[config.mk]
export PLATFORM = sky130hd
export DESIGN_NAME = skhs_hash
export DESIGN_NICKNAME = d
export VERILOG_FILES = /design/src/design/skhs_pkg.sv /design/src/design/skhs_hash.sv
export SDC_FILE = /design/constraint.sdc
export NUM_CORES = 1
export LEC_CHECK = 0
export ABC_CLOCK_PERIOD_IN_PS = 2850
export BUFFER_PORTS_ARGS = -buffer_cell sky130_fd_sc_hd__buf_2
export CORE_MARGIN = 1
export CORE_UTILIZATION = 58
export CTS_CLUSTER_SIZE = 25
export DETAILED_ROUTE_END_ITERATION = 12
export PLACE_DENSITY = 0.78
export SLEW_MARGIN = 20
export SYNTH_ARGS = -nofsm -noshare
export SYNTH_HDL_FRONTEND = slang
export SYNTH_SLANG_ARGS = --single-unit
[constraint.sdc]
create_clock -name clk_i -period 2.85 [get_ports clk_i]
set_input_delay 0.57 -clock clk_i [delete_from_list [all_inputs] [get_ports clk_i]]
set_output_delay 0.57 -clock clk_i [all_outputs]
set_load 0.02 [all_outputs]
[src/design/skhs_pkg.sv]
// skhs_pkg: shared constants, operation and status codes, and the control
// structs between the hash unit and the sequencer of string_key_hash_set.
// No dependencies.
package skhs_pkg;

  localparam int DefBuckets   = 64;
  localparam int DefWays      = 1;
  localparam int DefMaxKeyLen = 16;

  localparam logic [63:0] HashSeed  = 64'd5381;
  localparam int unsigned HashShift = 5;

  // operation codes; find and the unused code both fall to the default arm
  localparam logic [1:0] ModeInsert = 2'd0;
  localparam logic [1:0] ModeRemove = 2'd2;

  localparam logic [2:0] StAdded     = 3'd0;
  localparam logic [2:0] StDuplicate = 3'd1;
  localparam logic [2:0] StFull      = 3'd2;
  localparam logic [2:0] StFound     = 3'd3;
  localparam logic [2:0] StNotFound  = 3'd4;
  localparam logic [2:0] StRemoved   = 3'd5;
  localparam logic [2:0] StTooLong   = 3'd6;

  typedef struct packed {
    logic accept;
    logic last;
    logic clear;
  } hash_ctrl_t;

  typedef struct packed {
    logic busy;
    logic done;
  } hash_sts_t;

endpackage

[src/design/skhs_hash.sv]
// skhs_hash: djb33-xor running hash, key length count and a byte-serial
// modulo unit that reduces the 64-bit hash to a bucket index. Uses skhs_pkg.
module skhs_hash import skhs_pkg::*; #(
  parameter int BUCKETS = DefBuckets,
  parameter int MAX_KEY_LEN = DefMaxKeyLen,
  localparam int BW = $clog2(BUCKETS),
  localparam int CW = $clog2(MAX_KEY_LEN + 2)
) (
  input  logic          clk_i,
  input  logic          rst_ni,
  input  hash_ctrl_t    ctrl_i,
  input  logic [7:0]    key_byte_i,
  output hash_sts_t     sts_o,
  output logic [BW-1:0] bucket_o,
  output logic [CW-1:0] key_len_o
);

  localparam int TW = BW + 8;
  localparam bit Pow2 = ((BUCKETS & (BUCKETS - 1)) == 0);
  // 2^32 / BUCKETS rounded up; the quotient of a dividend below 256 * BUCKETS
  // comes out exact for BUCKETS below 4096
  localparam logic [31:0] Recip = 32'((64'd1 << 32) / BUCKETS + 1);

  logic [63:0]    hash_q, hash_d, hash_step;
  logic [CW-1:0]  cnt_q, cnt_d;
  logic           busy_q, busy_d, done_q, done_d;
  logic [2:0]     step_q, step_d;
  logic [BW-1:0]  rem_q, rem_d, bucket_q, bucket_d;
  logic [TW-1:0]  dvd, rem_next;
  logic [TW+31:0] prod;
  logic [7:0]     quo;

  assign hash_step = ((hash_q << HashShift) + hash_q) ^ {56'd0, key_byte_i};

  // one reduction step a cycle, top hash byte first:
  // rem = (rem * 256 + byte) mod BUCKETS through the reciprocal
  assign dvd      = {rem_q, hash_q[63:56]};
  assign prod     = (TW+32)'(dvd) * (TW+32)'(Recip);
  assign quo      = prod[39:32];
  assign rem_next = dvd - TW'(quo * BUCKETS);

  always_comb begin
    hash_d   = hash_q;
    cnt_d    = cnt_q;
    busy_d   = busy_q;
    done_d   = done_q;
    step_d   = step_q;
    rem_d    = rem_q;
    bucket_d = bucket_q;
    if (ctrl_i.clear) begin
      hash_d = HashSeed;
      cnt_d  = '0;
      done_d = 1'b0;
    end else if (ctrl_i.accept) begin
      hash_d = hash_step;
      if (cnt_q <= CW'(MAX_KEY_LEN)) begin
        cnt_d = cnt_q + 1'b1;
      end
      if (ctrl_i.last) begin
        if (Pow2) begin
          bucket_d = hash_step[BW-1:0];
          done_d   = 1'b1;
        end else begin
          busy_d = 1'b1;
          step_d = '0;
          rem_d  = '0;
        end
      end
    end else if (busy_q) begin
      hash_d = {hash_q[55:0], 8'd0};
      rem_d  = rem_next[BW-1:0];
      step_d = step_q + 1'b1;
      if (step_q == 3'd7) begin
        busy_d   = 1'b0;
        done_d   = 1'b1;
        bucket_d = rem_next[BW-1:0];
      end
    end
  end

  always_ff @(posedge clk_i or negedge rst_ni) begin
    if (!rst_ni) begin
      hash_q <= HashSeed;
      cnt_q  <= '0;
      busy_q <= 1'b0;
      done_q <= 1'b0;
      step_q <= '0;
    end else begin
      hash_q <= hash_d;
      cnt_q  <= cnt_d;
      busy_q <= busy_d;
      done_q <= done_d;
      step_q <= step_d;
    end
  end

  always_ff @(posedge clk_i) begin
    rem_q    <= rem_d;
    bucket_q <= bucket_d;
  end

  assign sts_o.busy = busy_q;
  assign sts_o.done = done_q;
  assign bucket_o   = bucket_q;
  assign key_len_o  = cnt_q;

endmodule

After elaboration in Yosys (flattened, before gate mapping)
Index checks and enable logic that the tools add are counted.

Flip-flop bits (word level): 80. Input bits: 13. Output and inout port bits: 13. Logic and storage cells: 45.

Add/subtract/negate cells: 4. Magnitude comparators: 1. Eq/ne operators: 3. Mux-type cells: 17. Bitwise logic cells: 3. Reductions and logical operators: 11.

Operators with widths (count): 64-bit two-way mux (3); 64-bit adder (1); 64-bit by 8-bit XOR with 64-bit output (1); 6-bit two-way mux (4); 5-bit two-way mux (3); 2-bit nonzero test (4); 1-bit two-way mux (7); 3-bit AND reduction (2); 3-bit nonzero test (2); 6-bit by 1-bit subtractor with 6-bit output (second input constant) (1); 5-bit by 1-bit adder with 5-bit output (second input constant) (1); 5-bit less-or-equal comparator (second input constant) (1); 2-bit AND reduction (2); 4-bit AND reduction (1); 3-bit by 1-bit adder with 3-bit output (second input constant) (1); 3-bit == test (second input constant) (1); 3-bit inequality test (second input constant) (1); 2-bit inequality test (second input constant) (1); 1-bit NOT (2).

Logic depth before layout (Yosys ltp)
Depth in word-level cells: 5. Depth in mapped cells: 13. Depth with buffers taken out: 13.

Worst setup path after synthesis
OpenSTA, ideal clock, no wires.

Path kind: register to register. Start: register hash_q[0]. End: register hash_q[59]. Library setup time: 0.087 ns. Arrival time: 2.966 ns. Data required time: 2.763 ns. Setup slack: -0.203 ns. Cell stages (with the launch flop): 14. Path buffers: 0. Period minus slack after synthesis: 3.053 ns. Cells stage by stage: dfstp_2 ha_1 inv_1 fa_1 nand2b_1 a21oi_1 o211ai_1 a31oi_1 nor3_1 o31a_1 o211ai_2 o21ai_1 or4_1 o211ai_1.

Longest elaborated chain between the ends: 4.

RTL lines: from (decl) (line skhs_hash.sv:24) `logic [63:0] hash_q, hash_d, hash_step;`; from (signal assigned) (line skhs_hash.sv:83) `hash_q <= HashSeed;`; from (signal assigned) (line skhs_hash.sv:89) `hash_q <= hash_d;`; 64-bit adder (line skhs_hash.sv:33) `assign hash_step = ((hash_q << HashShift) + hash_q) ^ {56'd0, key_byte_i};`; 64-bit by 8-bit XOR with 64-bit output (line skhs_hash.sv:33); 64-bit two-way mux (line skhs_hash.sv:54) `end else if (ctrl_i.accept) begin`; 64-bit two-way mux (line skhs_hash.sv:50) `if (ctrl_i.clear) begin`.

No other way between the ends. A chain may end at the register's enable or synchronous reset.

Final worst setup path
Same ends and word-level chain as after synthesis.

==> impl_metrics.toml <==
[place]
post-place-ws_ns = -0.283
placed_cell_area_mm2 = 0.00804
dp.final_hpwl_mm = 15.8
routabilityCongestion = 1.02
dp.cells = 1077
portBuffers = 25

[sta]
period_share_pct = 111
fin_ws_ns = -0.318
hold_viol_final = 0
tightestPinTransition_ns = 0.616
fmax_ghz = 0.316
skew_ns = 0.00906
finalSetupTns_ns = -2.01
slew_violations = 0
relSlewSlack_pct = 58.5
setup_viol = 18
min_period_ns = 3.17
fin_hold_ws_ns = 0.171
rsz0062_at_grt = "true"

[drt]
avgRoutedWirePerCell_um = 20.5
wl_mm = 22.8
routed_via_density = 6.62
drt-initial-drc-count = 895
first_pass_iters = 9
postRouteAntennaNets = 0
drc_errors = 1
num_vias = 7360

[status]
status = "finished with violations"
violations = "design-rule violations, negative setup slack"

[flow_run]
drv_cap = 0

[grt]
overflow = 0
antenna_found_initial = 0
grt_max_degree = 75
track_usage_pct = 35.2
grt_pass1_vias = 7028
grt_first_pass_wirelength_mm = 35.3

[power_and_ir_drop]
sw_frac_of_total_pct = 38.9
power_density_mw_per_mm2 = 506
p_int_mw = 2.72
p_leak_nw = 3.96
pwr-share-clk_pct = 26.3
fin_total_pwr_mw = 4.46
irDropWorstVdd_mv = 0.452
seqPwrFrac_pct = 30.4
comb_power_share_pct = 43.2
switchingPower_mw = 1.73

[setup_path]
setup.worst_path.start_class = "flop"
r2r_setup_slack_ns = -0.32
cp.arrival_ns = 3.44
cp-end-kind = "flop"
cp_data_required_time_ns = 3.12
r2r_cells = 13
cp_max_fo = 3
path_class = "reg2reg"

[layout]
fin_util_pct = 75.9
drive_above_1_share_pct = 27.2
fillers = 794
area.growth.synth_to_final_pct = 25.7
post-route-cell-area_mm2 = 0.00881
n_antenna_cell = 0
fin_cells = 1112
fin_nets = 1038

[cts]
tritoncts = "done"
h-tree-depth = 3
clock_tree.root_cell = "clkbuf_16"
clk_pin_slew_ns = 0.07
cts_sinks = 78
cts_hold_buffers = 0
clk_path_buf_depth = 2
clock_latency_ns = 0.36
cts_buffers = 9

[logic_synthesis]
netlist_area_mm2 = 0.00701
synth_ff_type = "dfrtp_1"
syn-num-nets = 919
muxShareOfSynthArea_pct = 3.46
ys_seq_elements = 78
synth_cell_types = 70
ys.warnings.count = 0
synthAdderAreaFrac_pct = 11.0
ys_seq_area_share_pct = 28.4
synth_edf_count = 6
synthSimpleGateAreaFrac_pct = 17.1
synth.avg_cell_area_um2 = 8.29
synth-xor-area-share_pct = 7.62
synth_top_family_by_area = "compound AO/OA/AOI/OAI gates"
synth_compound_area_share_pct = 28.0
synthesis.instances = 845
synth-async-reset-ratio_pct = 92.3

[floorplanning]
ios = 26
fp-row-count = 39
core-area_mm2 = 0.0116
fp.dieH_um = 112
die_area_mm2 = 0.0125
start_util_pct = 60.4
dieWidth_um = 112

[hold_path]
hold_class = "in2async"
[flip-flops by register name, indices dropped and copies added, names as in the netlist]
signal and flops:
key_len_o 5, step_q 3, bucket_o 6, done_q 1
busy_q 1, hash_q 62
[kinds of logic (layout without fill, tap and decap cells)]
logic type,after synthesis,in the layout
compound gates,301,301
simple gates,240,240
buf+inv,80,204
flops,78,78
fa+ha+maj,61,61
xor+xnor,61,61
mux,24,24
[cell type report]
type	count	area [µm²]	area share, %
clock inverters	7	63.8	0.724
inverters	24	90.1	1.02
repair buffers	164	1200	13.7
well taps	143	179	2.03
clock buffers	9	225	2.56
flip-flops and latches	78	2000	22.6
multi-input cells	687	5050	57.3
[synthesized netlist by cell type, types with 5 or more instances]
cell	number	share of area, %
nand2b_1	11	0.98
xor2_1	31	3.9
nand2_1	68	3.6
nand3_1	13	0.93
mux2i_1	22	3.1
o22ai_1	10	0.89
edfxtp_1	6	2.6
dfstp_2	5	1.9
xnor2_1	30	3.7
ha_1	60	11
nor3_1	11	0.79
nor2_1	55	2.9
o211ai_1	6	0.64
o21ai_0	45	3.2
a21oi_1	83	5.9
a21o_1	26	2.8
a211oi_1	75	8.0
nor2b_1	37	3.3
a31oi_1	6	0.54
inv_1	24	1.3
o21a_1	6	0.64
clkbuf_1	45	2.4
dfrtp_1	67	24
buf_2	5	0.36
nand4_1	14	1.2
o21bai_1	11	1.2
[path summary, 6_finish.rpt]
check | end | startpoint
setup / recovery | hash_q[59] | hash_q[0]
hold / removal | key_len_o[2] | rst_ni
setup reg to reg | hash_q[59] | hash_q[0]
hold reg to reg | step_q[0] | step_q[0]
max in group asynchronous | hash_q[38] | rst_ni
min in group clk_i | step_q[0] | step_q[0]
[per-layer routing]
metal / part of all wire, % / up-vias / track usage, %
li1: - / 3342 / -
met1: 41 / 3523 / 47.0
met2: 47 / 400 / 58.2
met3: 8.0 / 95 / 3.59
met4: 4.0 / 0 / 15.2
met5: 0 / - / 0
[placed cells by master (no fill, tap or decap), types with 6 or more instances in the layout]
cell	count
ha_1	57
buf_2	23
nand3_1	13
o21bai_1	11
xor2_1	29
o21ai_0	30
buf_4	135
nand4_1	14
inv_1	22
dfrtp_1	63
edfxtp_1	6
nor3_1	7
o211ai_1	6
mux2i_1	22
nor2_1	50
a21oi_2	16
nand2_1	66
xnor2_1	29
o22ai_1	10
nor2b_1	37
a21o_1	26
a21oi_1	65
clkbuf_16	9
a211oi_1	69
nand2b_1	10
o21ai_1	11
o21a_1	6
[critical path, cell delays in order (launching register included)]
cell and delay [ns]:
dfstp_2 0.57, ha_4 0.14, inv_2 0.05, fa_2 0.36, nand2b_4 0.18, a21oi_4 0.16
o211ai_1 0.15, a31oi_1 0.30, nor3_2 0.09, o31a_1 0.30, o211ai_2 0.20, o21ai_2 0.08
or4_1 0.39, o211ai_1 0.11
[repair_timing]
action | CTS | global route
pin swaps | 28 | 38
setup endpoints to repair | 26 | 29
resized for setup | 31 | 57
setup buffers | 7 | 12
[power by group through the flow]
stage	Clock, mW	Sequential, mW	Combinational, mW
after global routing	1.21	1.36	2.06
after floorplan	0	1.33	1.05
after CTS	1.17	1.35	1.76
after global placement	0	1.36	1.65
final	1.17	1.36	1.93
after detailed placement	0	1.37	1.70
No activity file was read; power rests on OpenSTA's default activity.
