## config.mk

```make
export PLATFORM = sky130hd
export DESIGN_NAME = skhs_ram
export DESIGN_NICKNAME = d
export VERILOG_FILES = /design/src/design/skhs_ram.sv
export SDC_FILE = /design/constraint.sdc
export NUM_CORES = 1
export LEC_CHECK = 0
export BUFFER_PORTS_ARGS = -buffer_cell sky130_fd_sc_hd__clkbuf_2
export CAP_MARGIN = 10
export CORE_MARGIN = 5
export CORE_UTILIZATION = 40
export DETAILED_ROUTE_END_ITERATION = 6
export PLACE_DENSITY_LB_ADDON = 0.12
export SLEW_MARGIN = 10
export SYNTH_ARGS = -nofsm -noshare
export SYNTH_HDL_FRONTEND = slang
export SYNTH_SLANG_ARGS = --single-unit
```

## constraint.sdc

```tcl
create_clock -name clk_i -period 2.4 [get_ports clk_i]
set_input_delay 0.36 -clock clk_i [delete_from_list [all_inputs] [get_ports clk_i]]
set_output_delay 0.36 -clock clk_i [all_outputs]
set_load 0.02 [all_outputs]
```

## src/design/skhs_ram.sv

```systemverilog
// skhs_ram: generic simple dual-port RAM, one write and one registered read.
// No dependencies.
module skhs_ram #(
  parameter int WIDTH = 8,
  parameter int DEPTH = 16,
  localparam int AW = (DEPTH > 1) ? $clog2(DEPTH) : 1
) (
  input  logic             clk_i,
  input  logic             we_i,
  input  logic [AW-1:0]    waddr_i,
  input  logic [WIDTH-1:0] wdata_i,
  input  logic [AW-1:0]    raddr_i,
  output logic [WIDTH-1:0] rdata_o
);

  logic [WIDTH-1:0] mem_q [DEPTH];
  logic [WIDTH-1:0] rdata_q;

  always_ff @(posedge clk_i) begin
    if (we_i) begin
      mem_q[waddr_i] <= wdata_i;
    end
    rdata_q <= mem_q[raddr_i];
  end

  assign rdata_o = rdata_q;

endmodule

```

# After elaboration in Yosys (flattened, before gate mapping)
# Memory sizes are Yosys's and may differ from the RTL's. A register that Yosys moved wholly into a read port is not among the register bits.
# Cells that the tools add are included.
[totals]
register_bits = 0
latch_bits = 0
ramBits = 128
romBits = 0
inputBits = 18
mem_count = 1
[op_classes]
n_addsub = 0
n_mul = 0
n_div = 0
magnitude_cmp = 0
eq_ne = 0
n_shift = 0
muxes = 2
bitwise_logic = 0
reduce_logical = 0
[memory_table]
columns = ["name", "words", "word_bits", "read_ports", "rd_clocked_by_memory_dff", "write_ports", "line", "source"]
rows = [
  ["mem_q", 16, 8, 1, 1, 1, "16", "logic [WIDTH-1:0] mem_q [DEPTH];"],
]
[op_table]
columns = ["operator", "n"]
rows = [
  ["2-to-1 mux 1 bit", 2],
]

# Depth between registers and ports, before layout
# Gate-level depths: netlist of run 1.
[depth]
ltp_word = 2
mapped_depth = 5
depth_no_buf = 3

# Worst setup path after synthesis of run 1
# Ideal clock, no wire load.
[synth_path]
path_kind = "input-to-reg"
from = "input port waddr_i[2]"
to = "memory mem_q[0][0] (enable)"
setup_time_ns = 0.383
arrival_ns = 1.470
t_required_ns = 2.017
path_slack_ns = 0.547
path_stages = 2
path_buffers = 0
cell_sequence = "or3b_2 > nor3_1"
[synth_rtl]
columns = ["item", "line", "source"]
rows = [
  ["from (decl)", "10", "input logic [AW-1:0] waddr_i,"],
  ["to (decl)", "16", ""],
]
# Straight into the memory's write port.

==> results.md, run 1 <==
* All-Layer GR Usage at 0.144
* Max FO, Critical Path at 8
* Post-CTS setup buffers at 0
* Lkg Pwr at 2.10 nW
* DRT iter0 DRCs at 132
* Mean post-synth cell area at 22.5 µm²
* Flip-flop and latch count after synthesis at 136
* Clock Sinks at 136
* First-pass GRT wire length at 15100 µm
* Antenna violations before repair at 0
* Ports at 26
* Latest clock arrival within the worst-skew pair at 0.41 ns
* Post-route setup TNS at 0 ns
* Status: finished, final reports clean
* Startpoint types: input pin
* Crit path kind: in -> reg
* Top_reg_cell synth: edfxtp_1
* Layout cells sized above 1 at 0.327
* Distinct cells, synth at 19
* CP Buf/Inv Count at 2
* Clk pin slew, worst setup/hold paths at 0.05 ns
* Number of global-route vias before repair at 2531
* Slowest stage delay, CP at 0.57 ns
* CTS Buffer Depth at 2
* Min cycle time layout at 1.55 ns
* Resized cells post-CTS at 0
* CTS buffer count at 17
* Via density at 5.10
* GP Congestion at 0.735
* Slew headroom at 0.693
* Register area share after synthesis at 0.778
* CTS tree: yes
* Final hold violation count at 0
* WP data arrival at 1.84 ns
* Pin count of the biggest net entering global routing at 23
* Multi-input gate area at 1060 µm²
* RSZ-0062 raised after global routing: no
* Largest area contributor in the netlist: edfxtp_1
* Detailed Routing Iterations Pass 1 at 4
* Placed cell area at 5580 µm²
* Syn Inst Count at 229
* Met1 Routed Length at 4450 µm
* Nets at 302
* Setup violations, final at 0
* Die width at 123 µm
* FF+latch area at 4000 µm²
* Syn nets at 247
* PwrDens at 894 nW/µm²
* Total Die Area at 15200 µm²
* Top sig layer: met4
* Crit share post-route at 0.645
* Share of synthesized flip-flops with an asynchronous set or reset at 0
* ANT cells at 0
* Largest cells by area after synthesis: edfxtp_1 (75%), mux4_2 (7.9%), mux4_1 (7.1%), dfxtp_1 (3.1%), a22oi_1 (2.3%)
* Final ANT Viol Nets at 0
* Total congestion overflow at 0
* Post-synth top area share at 0.747
* Min-Delay Path Class: in -> reg
* Post-route cell area at 6190 µm²
* Peak VDD IR at 0.502 mV
* Syn Std Cell Area at 5150 µm²
* Rows at 41
* Final clock skew at 0.00445 ns
* Worst setup EP type: register
* Root buffer cell: clkbuf_16
* Pins Over Slew Limit at 0
* Number of remaining DRC errors at 0
* Worst-Margin Slew at 0.460 ns
* Top-count cell post-synth: edfxtp_1
* Routed wire length at 9760 µm
* Hold Buf Count CTS at 0
* Slowest stage cell, crit path: mux4_1
* Met2 WL at 4630 µm
* Critical Path, Cell by Cell: clkbuf_2 -> buf_4 -> mux4_1 -> a22oi_1 -> nand2_1
* Routed vias at 2392
* Layout area overhead at 20.2%
* Routed wl met3 at 504 µm
* Max Fclk at 646 MHz
* EDFF count, synth at 128
* Worst EP required at 2.69 ns
* Hpwl dp at 6380 µm
* Die height at 123 µm
* Core footprint at 12600 µm²
* H-tree depth at 4
* Port bufs at 25
* Starting Density at 0.408
* WL/cell at 20.8 µm
* Crit-path leading delay family: multiplexers
* Number of synthesis warnings at 0
* Fillers at 1067
* Max cap viols at 0
* Most common library cells after synthesis: edfxtp_1 (128), mux4_2 (18), a22oi_1 (16), mux4_1 (14), nor2_1 (13)
[cells in the final DEF, fill, tap and decap left out]
cell type,netlist,final
nor3_1,4,4
dfxtp_1,8,8
nor2b_1,1,1
edfxtp_1,128,128
or3b_2,1,1
clkbuf_2,0,25
clkinvlp_4,0,5
nand2b_1,2,2
nand3b_1,2,2
mux4_2,18,18
clkbuf_8,0,2
bufinv_16,0,3
a22oi_1,16,16
buf_4,1,19
mux4_1,14,14
nand3_1,1,1
nand2_1,9,9
and2b_1,1,1
nor2_1,13,13
clkinv_2,0,5
buf_12,0,2
and2_1,1,1
clkbuf_16,0,17
[report_power, final]
group	internal, W	switching [W]	leakage (nW)
clock network	0.00168	0.000923	0.287
logic	0.000108	0.000153	0.594
registers	0.00266	0.0000171	1.22
[area by class of cell]
class	count	share of cell area
flip-flops and latches	136	0.647
multi-input cells	83	0.171
clock buffers	19	0.0732
repair buffers	46	0.0497
well taps	172	0.0348
clock inverters	13	0.0247
[per-layer routing]
layer / up-vias / track usage
met5: - / 0
met4: 0 / 0.0644
met3: 15 / 0.0389
met2: 63 / 0.215
met1: 1230 / 0.198
li1: 1084 / -
[metrics by stage]
stage           util  cells  worst slack (ns)  total power [W]  hold WS [ns]
2_1_floorplan      -    229             0.547          0.00287         0.459
3_3_place_gp   0.442    437             0.385          0.00299         0.653
3_5_place_dp   0.442    437             0.395          0.00299         0.668
4_1_cts        0.490    469             0.827          0.00559         0.374
5_1_grt        0.490    469             0.748          0.00573         0.397
6_report       0.490    469             0.853          0.00553         0.378
[worst paths after layout]
kind / depth (start not counted) / slack, ns / to / from
hold reg to reg: 3 / 0.67 / rdata_o[7] / mem_q[14][7]
setup / recovery: 5 / 0.85 / rdata_o[4] / raddr_i[0]
hold / removal: 1 / 0.38 / mem_q[14][2] / wdata_i[2]
setup reg to reg: 3 / 1.07 / rdata_o[1] / mem_q[9][1]
[sequential cells by signal (all words and copies together), names as in the netlist]
register  cells
mem_q       128
rdata_o       8
[kinds of logic after synthesis]
group	share of synthesized area
compound gates	0.0233
flops	0.778
buf+inv	0.0168
simple gates	0.0318
mux	0.150
Note: power is estimated with default switching activity, not from simulation.
==> run 2: changes to the inputs <==
==> constraint.sdc (replaced) <==
create_clock -name clk_i -period 1.3 [get_ports clk_i]
set_input_delay 0.195 -clock clk_i [delete_from_list [all_inputs] [get_ports clk_i]]
set_output_delay 0.195 -clock clk_i [all_outputs]
set_load 0.02 [all_outputs]
==> run 2 against run 1 <==
Sequential share of layout area down 2.5 points. Hold slack worse by 0.17 ns. Final area up 4.1%. Critical path depth down 2. Utilization up 2.0 points. Non-clock buffer count up 15. Clock skew up 0.0040 ns. Worst setup slack worse by 0.83 ns. First-iteration DRC count up 42%. Via count up 2.3%. Flip-flop and latch count unchanged.
==> results.md, run 2 (same netlist as run 1, synthesis figures left out) <==
* Status: finished, final reports clean
* Net switching power at 0.00205 W (+88%)
* Most frequent cells in the layout: edfxtp_1 (128), buf_4 (27), mux4_2 (26)
* Worst r2r dst: rdata_o[3]
* Final clock skew at 0.00847 ns (+0.00402 ns)
* Crit path kind: reg -> reg
* Routed vias at 2448 (+2.3%)
* Lkg Pwr at 2.18 nW (+3.6%)
* H-tree depth at 4 (unchanged)
* FF+latch area at 4000 µm² (unchanged)
* Max reg flops at 128 (unchanged)
* Top reg by flops: mem_q
* Multi-input gate area at 1100 µm² (+4.4%)
* Slowest stage delay, CP at 0.49 ns (-0.08 ns)
* Critical Path, Cell by Cell: mux4_2 -> a22oi_2 -> nand2_1
* Total Die Area at 15200 µm² (unchanged)
* Max cap viols at 0 (unchanged)
* Clock network power share at 0.471 (about the same)
* GP Congestion at 0.700 (-4.8%)
* Setup violations, final at 0 (unchanged)
* Hold Path Sink: mem_q[12][4]
* Slew headroom at 0.362 (-0.332)
* Layout area overhead at 25.1%
* Antenna violations before repair at 0 (unchanged)
* R2R depth at 3 (unchanged)
* WP data arrival at 1.57 ns (-0.27 ns)
* Worst setup EP type: register
* Hpwl dp at 6870 µm (+7.6%)
* Worst EP required at 1.60 ns (-1.09 ns)
* Ports at 26 (unchanged)
* Combinational share of power at 0.054 (+0.007)
* Reg2reg setup slack at 0.03 ns (-1.04 ns)
* WL/cell at 21.2 µm (+2.1%)
* Die width at 123 µm (unchanged)
* Pin count of the biggest net entering global routing at 19 (-17%)
* Final hold violation count at 0 (unchanged)
* Post-CTS setup buffers at 0 (unchanged)
* Routed wire length at 10300 µm (+5.4%)
* PwrDens at 1610 nW/µm² (+80%)
* Nets at 317 (+5.0%)
* Final Power at 0.0104 W (+88%)
* Clk pin slew, worst setup/hold paths at 0.06 ns (about the same)
* Hold path start: wdata_i[4]
* Root buffer cell: clkbuf_16
* Number of remaining DRC errors at 0 (unchanged)
* Max FO, Critical Path at 1 (-7)
* Sequential fraction of design power at 0.475 (-0.008)
* CTS Buffer Depth at 2 (unchanged)
* DRT iter0 DRCs at 187 (+42%)
* Clock Sinks at 136 (unchanged)
* Via density at 5.06 (-0.83%)
* Commonest non-fill, non-tap cell in the layout: edfxtp_1
* Hold Crit Depth at 1 (unchanged)
* RSZ-0062 raised after global routing: yes
* All-Layer GR Usage at 0.148 (+0.00405)
* Hold Buf Count CTS at 0 (unchanged)
* Placed cell area at 5820 µm² (+4.2%)
* Peak VDD IR at 0.816 mV (+63%)
* Rows at 41 (unchanged)
* Final hold slack at 0.209 ns (-0.169 ns)
* Post-route cell area at 6440 µm² (+4.1%)
* CTS tree: yes
* Number of global-route vias before repair at 2593 (+2.4%)
* Crit share post-route at 0.980
* Fillers at 1058 (-0.84%)
* Startpoint types: register
* Starting Density at 0.408 (unchanged)
* Min cycle time layout at 1.27 ns
* Die height at 123 µm (unchanged)
* Latest clock arrival within the worst-skew pair at 0.41 ns (about the same)
* Reg2reg start: mem_q[3][3]
* Switching part of the total at 0.197 (about the same)
* Total congestion overflow at 0 (unchanged)
* Port bufs at 25 (unchanged)
* Worst-Margin Slew at 0.954 ns (+0.494 ns)
* Place WS at -0.334 ns (-0.729 ns)
* Min-Delay Path Class: in -> reg
* Layout cells sized above 1 at 0.426 (+0.0997)
* P_int at 0.00833 W (+88%)
* Slowest stage cell, crit path: mux4_2
* CTS buffer count at 17 (unchanged)
* Max Fclk at 785 MHz
* Utilization after layout at 0.510 (+0.0199)
* Final ANT Viol Nets at 0 (unchanged)
* ANT cells at 0 (unchanged)
* Detailed Routing Iterations Pass 1 at 4 (unchanged)
* Core footprint at 12600 µm² (unchanged)
* First-pass GRT wire length at 15500 µm (+2.6%)
* Setup WS post-layout at 0.0266 ns (-0.827 ns)
* Pins Over Slew Limit at 0 (unchanged)
[run 2: cell types whose count changed in the layout (fill, tap and decap cells not counted), moves of 7 or more]
cell | before | now
a22oi_1 | 16 | 8
a22oi_2 | 0 | 8
buf_12 | 2 | 9
buf_4 | 19 | 27
mux4_1 | 14 | 6
mux4_2 | 18 | 26
[run 2: power groups by stage]
stage	clock [W]	combinational, W	sequential [W]
CTS	0.00495	0.000563	0.00494
finish	0.00489	0.000561	0.00493
detailed placement	0	0.000549	0.00502
global route	0.00518	0.000606	0.00494
global placement	0	0.000547	0.00502
floorplan	0	0.000257	0.00505
[run 2: final cells by class]
cell class,count,share of cell area
Sequential cell,136,0.622
Multi-Input combinational cell,83,0.171
Timing Repair Buffer,61,0.0789
Clock buffer,18,0.0666
Tap cell,172,0.0334
Clock inverter,14,0.0282
[run 2: metal layers]
| metal | track usage | up-vias | part of all wire | routed length, µm |
|---|---|---|---|---|
| li1 | - | 1104 | - | - |
| met1 | 0.204 | 1281 | 0.47 | 4850 |
| met2 | 0.224 | 56 | 0.48 | 4900 |
| met3 | 0.0471 | 7 | 0.044 | 455 |
| met4 | 0.0478 | 0 | 0.0080 | 82 |
| met5 | 0 | - | 0 | 0 |
[run 2: per-stage QoR]
step | TNS, ns | cells
floorplan | -0.213 | 229
global placement | -5.56 | 452
detailed placement | -6.04 | 452
CTS | -0.0000352 | 484
global route | -0.0195 | 484
finish | 0 | 484
[run 2: timing repair]
action | CTS | global route
pin swaps | 2 | 6
setup endpoints to repair | 5 | 8
resized for setup | 8 | 8
[run 2: how the worst max path moves through the flow]
stage	from	end	slack, ns	cells after the start
after floorplan	raddr_i[0]	rdata_o[1]	-0.03	5
after global placement	raddr_i[0]	rdata_o[2]	-0.35	5
after detailed placement	raddr_i[0]	rdata_o[2]	-0.33	5
after CTS	mem_q[1][3]	rdata_o[3]	-0.00004	3
after global routing	mem_q[7][6]	rdata_o[6]	-0.01	3
final	mem_q[3][3]	rdata_o[3]	0.03	3
[run 2: critical path, delay by kind of cell, from the launching register on]
kind / cells / cell delay [ns]
AND/OR/NAND/NOR: 1 / 0.07
AO/OA/AOI/OAI: 1 / 0.23
multiplexers: 1 / 0.49
flip-flops: 1 / 0.37
